`config.mk`:
```
export PLATFORM = sky130hd
export DESIGN_NAME = fla_ctrl
export DESIGN_NICKNAME = d
export VERILOG_FILES = /design/src/rtl/fla_pkg.sv /design/src/rtl/fla_ctrl.sv
export SDC_FILE = /design/constraint.sdc
export NUM_CORES = 1
export LEC_CHECK = 0
export BUFFER_PORTS_ARGS = -buffer_cell sky130_fd_sc_hd__buf_4
export CORE_UTILIZATION = 41
export CTS_CLUSTER_SIZE = 12
export DETAILED_ROUTE_END_ITERATION = 8
export HOLD_SLACK_MARGIN = 0.08
export PLACE_DENSITY_LB_ADDON = 0.08
export SLEW_MARGIN = 5
export SYNTH_ARGS = -nofsm -noshare
export SYNTH_HDL_FRONTEND = slang
export SYNTH_SLANG_ARGS = --single-unit
```
`constraint.sdc`:
```
create_clock -name aclk -period 3.1 [get_ports aclk]
set_clock_uncertainty 0.1 [all_clocks]
set_input_delay 0.62 -clock aclk [delete_from_list [all_inputs] [get_ports aclk]]
set_output_delay 0.62 -clock aclk [all_outputs]
set_load 0.05 [all_outputs]
```
`src/rtl/fla_pkg.sv`:
```
// Shared constants and types of the free-list heap allocator.
package fla_pkg;

    localparam int ALIGN_BYTES    = 16;
    localparam int NODE_BYTES     = 16;
    localparam int FREE_SLOTS_DEF = 32;
    localparam int USED_SLOTS_DEF = 64;

    localparam logic [31:0] HEAP_RESET = 32'd1048576;
    localparam logic [31:0] HEAP_MIN   = 32'd32;

    localparam logic [1:0] ST_OK      = 2'd0;
    localparam logic [1:0] ST_NO_FIT  = 2'd1;
    localparam logic [1:0] ST_FULL    = 2'd2;
    localparam logic [1:0] ST_UNKNOWN = 2'd3;

    localparam logic CFG_POLICY = 1'b0;
    localparam logic CFG_HEAP   = 1'b1;

    localparam logic OP_ALLOC = 1'b0;
    localparam logic OP_FREE  = 1'b1;

    typedef enum logic [4:0] {
        DP_NOP,
        DP_LOAD,
        DP_OUT,
        DP_OK0,
        DP_FAIL1,
        DP_FAIL2,
        DP_FAIL3,
        DP_FRD,
        DP_FIT,
        DP_GRANT,
        DP_URD,
        DP_UCHK,
        DP_PCHK,
        DP_MERGE,
        DP_RRD,
        DP_RWR,
        DP_RDONE,
        DP_IRD,
        DP_IWR,
        DP_IFIN
    } dp_cmd_t;

    typedef struct packed {
        logic init_busy;
        logic is_free;
        logic addr_zero;
        logic slot_free;
        logic idx_end;
        logic pick_stop;
        logic has_pick;
        logic split;
        logic used_end;
        logic used_hit;
        logic pos_hit;
        logic mnext;
        logic mprev;
        logic full;
        logic rm_end;
        logic ins_end;
    } dp_stat_t;

endpackage

```
`src/rtl/fla_ctrl.sv`:
```
// Sequencer of the free-list heap allocator.
module fla_ctrl (
    input  logic              aclk,
    input  logic              aresetn,
    input  logic              s_valid,
    output logic              s_ready,
    output logic              m_valid,
    input  logic              m_ready,
    input  fla_pkg::dp_stat_t stat,
    output fla_pkg::dp_cmd_t  cmd
);
    import fla_pkg::*;

    typedef enum logic [14:0] {
        S_IDLE  = 15'b000000000000001,
        S_DISP  = 15'b000000000000010,
        S_FRD   = 15'b000000000000100,
        S_FCMP  = 15'b000000000001000,
        S_AEND  = 15'b000000000010000,
        S_URD   = 15'b000000000100000,
        S_UCMP  = 15'b000000001000000,
        S_PRD   = 15'b000000010000000,
        S_PCMP  = 15'b000000100000000,
        S_MERGE = 15'b000001000000000,
        S_RRD   = 15'b000010000000000,
        S_RWR   = 15'b000100000000000,
        S_IRD   = 15'b001000000000000,
        S_IWR   = 15'b010000000000000,
        S_DONE  = 15'b100000000000000
    } state_t;

    state_t state_reg, state_next;
    logic   m_valid_reg, m_valid_next;
    logic   out_free;

    assign out_free = !m_valid_reg || m_ready;
    assign s_ready  = (state_reg == S_IDLE) && !stat.init_busy;
    assign m_valid  = m_valid_reg;

    always_comb begin
        state_next   = state_reg;
        cmd          = DP_NOP;
        m_valid_next = m_valid_reg && !m_ready;
        unique case (state_reg)
            S_IDLE: begin
                if (s_valid && !stat.init_busy) begin
                    cmd        = DP_LOAD;
                    state_next = S_DISP;
                end
            end
            S_DISP: begin
                if (stat.is_free) begin
                    if (stat.addr_zero) begin
                        cmd        = DP_OK0;
                        state_next = S_DONE;
                    end else begin
                        state_next = S_URD;
                    end
                end else if (!stat.slot_free) begin
                    cmd        = DP_FAIL1;
                    state_next = S_DONE;
                end else begin
                    state_next = S_FRD;
                end
            end
            S_FRD: begin
                if (stat.idx_end) begin
                    state_next = S_AEND;
                end else begin
                    cmd        = DP_FRD;
                    state_next = S_FCMP;
                end
            end
            S_FCMP: begin
                cmd        = DP_FIT;
                state_next = stat.pick_stop ? S_AEND : S_FRD;
            end
            S_AEND: begin
                if (!stat.has_pick) begin
                    cmd        = DP_FAIL1;
                    state_next = S_DONE;
                end else begin
                    cmd        = DP_GRANT;
                    state_next = stat.split ? S_DONE : S_RRD;
                end
            end
            S_URD: begin
                if (stat.used_end) begin
                    cmd        = DP_FAIL3;
                    state_next = S_DONE;
                end else begin
                    cmd        = DP_URD;
                    state_next = S_UCMP;
                end
            end
            S_UCMP: begin
                cmd        = DP_UCHK;
                state_next = stat.used_hit ? S_PRD : S_URD;
            end
            S_PRD: begin
                if (stat.idx_end) begin
                    state_next = S_MERGE;
                end else begin
                    cmd        = DP_FRD;
                    state_next = S_PCMP;
                end
            end
            S_PCMP: begin
                cmd        = DP_PCHK;
                state_next = stat.pos_hit ? S_MERGE : S_PRD;
            end
            S_MERGE: begin
                if (!stat.mnext && !stat.mprev && stat.full) begin
                    cmd        = DP_FAIL2;
                    state_next = S_DONE;
                end else begin
                    cmd = DP_MERGE;
                    if (stat.mnext && stat.mprev) begin
                        state_next = S_RRD;
                    end else if (!stat.mnext && !stat.mprev) begin
                        state_next = S_IRD;
                    end else begin
                        state_next = S_DONE;
                    end
                end
            end
            S_RRD: begin
                if (stat.rm_end) begin
                    cmd        = DP_RDONE;
                    state_next = S_DONE;
                end else begin
                    cmd        = DP_RRD;
                    state_next = S_RWR;
                end
            end
            S_RWR: begin
                cmd        = DP_RWR;
                state_next = S_RRD;
            end
            S_IRD: begin
                if (stat.ins_end) begin
                    cmd        = DP_IFIN;
                    state_next = S_DONE;
                end else begin
                    cmd        = DP_IRD;
                    state_next = S_IWR;
                end
            end
            S_IWR: begin
                cmd        = DP_IWR;
                state_next = S_IRD;
            end
            S_DONE: begin
                if (out_free) begin
                    cmd          = DP_OUT;
                    m_valid_next = 1'b1;
                    state_next   = S_IDLE;
                end
            end
            default: state_next = S_IDLE;
        endcase
    end

    always_ff @(posedge aclk) begin
        if (!aresetn) begin
            state_reg   <= S_IDLE;
            m_valid_reg <= 1'b0;
        end else begin
            state_reg   <= state_next;
            m_valid_reg <= m_valid_next;
        end
    end

endmodule

```
=== After elaboration in Yosys (flattened, before gate mapping) ===
Index checks and enable logic that the tools add are counted.

* Register bits after elaboration: 16
* Output and inout port bits: 7

* Mux-type cells: 33
* Equality and inequality tests: 17
* Reductions and logical operators: 14

{| class="wikitable"
|+ Operators by type and width
! operator !! count
|-
| one-hot mux 15 bit (15 select lines) || 1
|-
| 2-to-1 mux 15 bit || 13
|-
| one-hot mux 5 bit (14 select lines) || 1
|-
| 2-to-1 mux 10 bit || 2
|-
| 2-to-1 mux 5 bit || 4
|-
| == test 15 x 1 -> 1 bit, second input constant || 1
|-
| == test 15 x 10 -> 1 bit, second input constant || 1
|-
| == test 15 x 11 -> 1 bit, second input constant || 1
|-
| == test 15 x 12 -> 1 bit, second input constant || 1
|-
| == test 15 x 13 -> 1 bit, second input constant || 1
|-
| == test 15 x 14 -> 1 bit, second input constant || 1
|-
| == test 15 bit, second input constant || 1
|-
| == test 15 x 2 -> 1 bit, second input constant || 1
|-
| == test 15 x 3 -> 1 bit, second input constant || 1
|-
| == test 15 x 4 -> 1 bit, second input constant || 1
|-
| == test 15 x 5 -> 1 bit, second input constant || 1
|-
| == test 15 x 6 -> 1 bit, second input constant || 1
|-
| == test 15 x 7 -> 1 bit, second input constant || 1
|-
| == test 15 x 8 -> 1 bit, second input constant || 1
|-
| == test 15 x 9 -> 1 bit, second input constant || 1
|-
| 2-to-1 mux 4 bit || 3
|-
| 2-to-1 mux 8 bit || 1
|-
| logical AND 1 bit || 6
|-
| 2-to-1 mux 2 bit || 3
|-
| 8 further kinds || 15
|}

=== Longest topological paths before layout ===
Gate-level depths: netlist (run 1).

* Depth after elaboration: 6
* Mapped depth: 5

=== Worst setup path after synthesis (run 1) ===
Ideal clock, no wire load.

* Path type: register -> output
* From: reg state_reg[8]
* To: out cmd[0]
* Data arrival time: 2.093 ns
* Setup slack: 0.287 ns
* Cell stages (with the launch flop): 5
* Data required time: 2.380 ns
* Cell sequence: dfxtp_1 or4_4 nor2_1 nand3_1 o2111ai_1

* Cells in the longest elaborated chain, start to end: 3

{| class="wikitable"
|+ Ends and longest elaborated chain
! what !! RTL line !! text
|-
| start: declaration || fla_ctrl.sv:32 || <nowiki>state_t state_reg, state_next;</nowiki>
|-
| start signal: assignment || fla_ctrl.sv:169 || <nowiki>state_reg <= state_next;</nowiki>
|-
| == test 15 x 8 -> 1 bit or == test 15 x 3 -> 1 bit (tied branches) || fla_ctrl.sv:44 || <nowiki>unique case (state_reg)</nowiki>
|-
| OR reduction 2 bit (no line) || n/a ||
|-
| one-hot mux 5 bit (14 select lines) (*) || fla_ctrl.sv:44 ||
|-
| end: declaration || fla_ctrl.sv:10 || <nowiki>output fla_pkg::dp_cmd_t cmd</nowiki>
|}

Every way passes the cells marked *; elsewhere a longest branch is shown, timed or not.

=== Worst setup path in the final report (run 1) ===
* From: reg state_reg[8]
* To: out cmd[1]

Same word-level chain as after synthesis.

==> results of run 1 <==
[critical path, stage by stage, from the launching register on]
cell	delay (ns)
dfxtp_1	0.38
or4_4	0.60
nor4_4	0.40
a32o_1	0.22
nor3_1	0.05
nand4_1	0.09
buf_4	0.21
[routing by layer]
metal	vias to the layer above	global-route usage	wire, um
met3	7	0.0656	268
li1	631	-	-
met5	-	0	0
met1	585	0.342	1560
met2	50	0.390	1540
met4	0	0.0917	58
[placed cells by master (no fill, tap or decap), drive strengths merged]
master / count
a211oi: 1
a21oi: 6
a2bb2oi: 2
a31oi: 2
a32o: 1
a32oi: 1
and3: 2
and4: 3
and4b: 1
buf: 29
clkbuf: 4
dfxtp: 16
inv: 8
nand2: 9
nand2b: 5
nand3: 7
nand3b: 1
nand4: 7
nand4b: 1
nor2: 24
nor2b: 1
nor3: 10
nor3b: 4
nor4: 6
nor4b: 6
o2111ai: 2
o21a: 1
o21ai: 4
o221ai: 1
o22a: 1
o31a: 1
o41a: 1
or2: 1
or3: 3
or4: 4
or4b: 1
xnor2: 1
xor2: 1
[cell families (layout without fill, tap and decap cells)]
family | count (synthesis) | after routing | share of synthesized area
simple gates | 96 | 96 | 0.534
xor+xnor | 2 | 2 | 0.0151
flops | 16 | 16 | 0.276
compound gates | 24 | 24 | 0.146
buf+inv | 9 | 41 | 0.0291
[metrics by stage]
step	power (mW)	hold WS [ns]	setup WS [ns]
after floorplan	0.256	0.524	0.287
after global placement	0.292	0.452	0.462
after CTS	0.438	0.388	0.115
final	0.436	0.394	0.109
after detailed placement	0.293	0.459	0.458
after global routing	0.454	0.375	0.0166
[layout make-up]
type / instances / area (um2) / share of cell area
repair buffers: 29 / 218 / 0.150
multi-input cells: 122 / 806 / 0.557
clock buffers: 4 / 36.3 / 0.0251
flip-flops and latches: 16 / 320 / 0.221
well taps: 30 / 37.5 / 0.0259
inverters: 8 / 30.0 / 0.0207
[report_power, final]
| group | switching, mW | internal [mW] |
|---|---|---|
| Sequential | 0.00389 | 0.208 |
| Combinational | 0.0434 | 0.0341 |
| Clock | 0.0755 | 0.0717 |
[worst min-delay path by stage]
stage / start / endpoint / depth (start not counted)
CTS: stat[0] / state_reg[13]$_SDFFE_PN0P_ / 2
floorplan: state_reg[14]$_SDFFE_PN0P_ / state_reg[13]$_SDFFE_PN0P_ / 3
global placement: m_valid$_SDFF_PN0_ / m_valid$_SDFF_PN0_ / 2
detailed placement: m_valid$_SDFF_PN0_ / m_valid$_SDFF_PN0_ / 2
finish: stat[0] / state_reg[13]$_SDFFE_PN0P_ / 2
global route: stat[0] / state_reg[13]$_SDFFE_PN0P_ / 2
==> out/results.ini, run 1 <==
[die]
rows = 18
io_pins = 27
initial_utilization = 0.452
die_h_um = 55.2
die_x_um = 55.2
die_area_um2 = 3050
core_um2 = 2570

[placed_design]
gp_congestion = 0.913
port_buffers = 26
placed_cells = 205
dp_hpwl_um = 2720
placed_area_um2 = 1410

[timing]
finalHoldViolations = 0
setup_viol = 0
report.final.slew_viol_count = 0
fin_crit_sh = 0.965
max_freq_mhz = 334
rsz0062_at_grt = false
tightest_slew_ns = 0.503
setup_tns_ns = 0
relSlewSlack = 0.663
final.min_clock_period_ns = 2.99

[clock_network]
cts_resized = 0
cts_made_buffers = 3
cts-root-buf = clkbuf_4
clk_path_buf_depth = 2
cts_tree = done
clock_latency_ns = 0.30
h-tree-depth = 1
cts_hold_buffers = 0
clk_pin_slew_ns = 0.10
cts_sinks = 16
post_cts_buffers = 0

[drt]
avgRoutedWirePerCell_um = 16.4
wirelength_um = 3430
drt_iter0_markers = 66
vias_per_cell = 6.09
first_pass_iters = 4
vias = 1273
drt.antenna.violating_nets = 0
drc_errors = 0

[critical_path]
worst-path-max-fanout = 7
regToRegEndpoint = state_reg[0]$_SDFFE_PN1P_
crit_end = cmd[1]
cp-end-kind = primary output
cp.arrival_ns = 2.27
rr_worst_depth = 5
worstPathRequired_ns = 2.38
worstSetupStartpointType = flop
timing.rr.start = state_reg[3]$_SDFFE_PN0P_
crit_start = state_reg[8]$_SDFFE_PN0P_
r2r_slack_ns = 1.03
crit_type = flop to primary output

[layout]
fin_area_um2 = 1450
largest_register_ffs = 15
final_util = 0.564
n_fill_cell = 257
insertedDiodeCount = 0
final_nets = 200
instances_no_fill = 209
area.growth.synth_to_final_pct = 24.8
drive_gt1_frac = 0.240

[yosys]
ys_seq_elements = 16
ys_async_sr_fraction = 0
yosysMostFrequentCell = nor2_1
synth_nets = 167
ys_seq_area_frac = 0.276
syn_avg_cell_area_um2 = 7.89
synth_edf_count = 0
yosys_warnings = 0
synth_common_cells = nor2_1, dfxtp_1, nand2_1
synth_largest_area_cell = dfxtp_1
synth_area_leaders = dfxtp_1, nor2_1, nor4_4, nor4b_1, nand4_1
synth_ff_type = dfxtp_1
synth_cells = 147
synth.top_cell.area_share = 0.276
synth_area_um2 = 1160
synthDistinctLibCells = 42

[power]
ir_worst_vdd_mv = 0.229
leakage_nw = 0.610
p_per_area_nw_per_um2 = 301

[min_path]
hold_class = input port to flop

[global_routing]
grt_pass1_vias = 1135
grt_max_degree = 13
grt_pass1_wl_um = 5300
overflow = 0
grt_use_total = 0.254
antenna_found_initial = 0

[status]
status = complete, no violations

[flow_run]
cap_violations = 0

Note: power is estimated with default switching activity, not from simulation.
==> run 2, diff against run 1 <==
CTS_BUF_LIST = sky130_fd_sc_hd__clkbuf_4   (was not set)
==> out/results.ini, run 2 (synthesized netlist as in run 1, its figures left out) <==
[placed_design]
port_buffers = 26  ; unchanged
placed_area_um2 = 1410  ; unchanged
gp_congestion = 0.913  ; unchanged
placed_cells = 205  ; unchanged
dp_hpwl_um = 2720  ; unchanged

[clock_network]
cts_tree = done
post_cts_buffers = 0  ; unchanged
h-tree-depth = 1  ; unchanged
cts_sinks = 16  ; unchanged
cts-root-buf = clkbuf_4
clk_path_buf_depth = 2  ; unchanged
cts_resized = 0  ; unchanged
cts_hold_buffers = 0  ; unchanged
clk_pin_slew_ns = 0.10  ; about the same
clock_latency_ns = 0.29  ; about the same
cts_made_buffers = 3  ; unchanged

[layout]
instances_no_fill = 209  ; unchanged
final_nets = 200  ; unchanged
largest_register_ffs = 15  ; unchanged
layout_commonest_cell = buf_4
insertedDiodeCount = 0  ; unchanged
fin_area_um2 = 1440  ; -0.69%
mostFrequentLayoutCells = buf_4, nor2_1, dfxtp_1
drive_gt1_frac = 0.235  ; -0.00559
area.growth.synth_to_final_pct = 23.9

[timing]
fin_crit_sh = 0.960  ; -0.00446
max_freq_mhz = 336  ; +0.46%
report.final.slew_viol_count = 0  ; unchanged
finalHoldViolations = 0  ; unchanged
setup_viol = 0  ; unchanged
final.min_clock_period_ns = 2.98  ; -0.0138 ns
setup_tns_ns = 0  ; unchanged
relSlewSlack = 0.678  ; +0.0153
rsz0062_at_grt = false
worst_hold_slack_ns = 0.401  ; +0.00679 ns
tightest_slew_ns = 0.480  ; -0.0229 ns

[critical_path]
cpLargestDelayFamily = simple AND/OR/NAND/NOR gates
worstSetupStartpointType = flop
crit_path_max_incr_delay_ns = 0.60  ; about the same
worstPathRequired_ns = 2.38  ; about the same
worst-path-max-fanout = 7  ; unchanged
crit_path_cell_trace = or4_4, nor4_4, a32o_1, nor3_1, nand4_1, buf_4
cp_slowest_cell = or4_4
cp.arrival_ns = 2.26  ; about the same
cp-end-kind = primary output
critical_path_buf_inv_count = 1  ; unchanged
crit_type = flop to primary output

[drt]
vias_per_cell = 6.17  ; +1.3%
wirelength_um = 3410  ; -0.50%
drc_errors = 0  ; unchanged
drt_iter0_markers = 79  ; +20%
drt.antenna.violating_nets = 0  ; unchanged
first_pass_iters = 4  ; unchanged
avgRoutedWirePerCell_um = 16.3  ; -0.50%
vias = 1290  ; +1.3%

[power]
leakage_nw = 0.605  ; -0.92%
p_per_area_nw_per_um2 = 284  ; -5.9%
design_power_total_uw = 408  ; -6.6%
ir_worst_vdd_mv = 0.288  ; +26%

[global_routing]
grt_pass1_wl_um = 5290  ; -0.26%
grt_pass1_vias = 1128  ; -0.62%
overflow = 0  ; unchanged
antenna_found_initial = 0  ; unchanged
grt_use_total = 0.253  ; -0.00114
grt_max_degree = 13  ; unchanged

[die]
die_h_um = 55.2  ; unchanged
die_x_um = 55.2  ; unchanged
die_area_um2 = 3050  ; unchanged
initial_utilization = 0.452  ; unchanged
rows = 18  ; unchanged
core_um2 = 2570  ; unchanged
io_pins = 27  ; unchanged

[flow_run]
cap_violations = 0  ; unchanged

[min_path]
hold_class = input port to flop

[status]
status = complete, no violations

==> run 2: final timing paths <==
path                             start                          to  slack (ns)  cells after the start
max reg2reg  state_reg[3]$_SDFFE_PN0P_   state_reg[0]$_SDFFE_PN1P_        1.03                      5
max          state_reg[8]$_SDFFE_PN0P_                      cmd[1]        0.12                      6
min                            stat[0]  state_reg[13]$_SDFFE_PN0P_        0.40                      2
min reg2reg         m_valid$_SDFF_PN0_          m_valid$_SDFF_PN0_        0.48                      2
==> run 2: report_power, final <==
group	internal (mW)	switching, mW
Combinational	0.0341	0.0435
Sequential	0.208	0.00390
Clock	0.0468	0.0717
Total	0.288	0.119
==> run 2: metrics by stage <==
stage	utilization	setup WS [ns]
after floorplan	-	0.287
after global placement	0.550	0.462
after detailed placement	0.550	0.458
after CTS	0.560	0.129
after global routing	0.560	0.0205
final	0.560	0.122
==> run 2: layout make-up <==
cell class,instances,area [um2]
Fill cell,257,1130
Multi-Input combinational cell,122,806
Sequential cell,16,320
Timing Repair Buffer,29,218
Tap cell,30,37.5
Inverter,8,30.0
Clock buffer,3,22.5
Clock inverter,1,3.75
==> run 2: per-layer routing <==
layer  vias to the layer above  global-route usage  wire length [um]
li1                        633                   -                 -
met1                       597               0.342              1520
met2                        54               0.392              1580
met3                         6              0.0656               259
met4                         0              0.0792                48
met5                         -                   0                 0
==> run 2: worst reg2reg max path, delay by kind of cell (launching register included) <==
family | cells | cell delay (ns)
and+or+nand+nor | 3 | 1.14
DFF | 1 | 0.41
AOI/OAI and AO/OA | 2 | 0.29
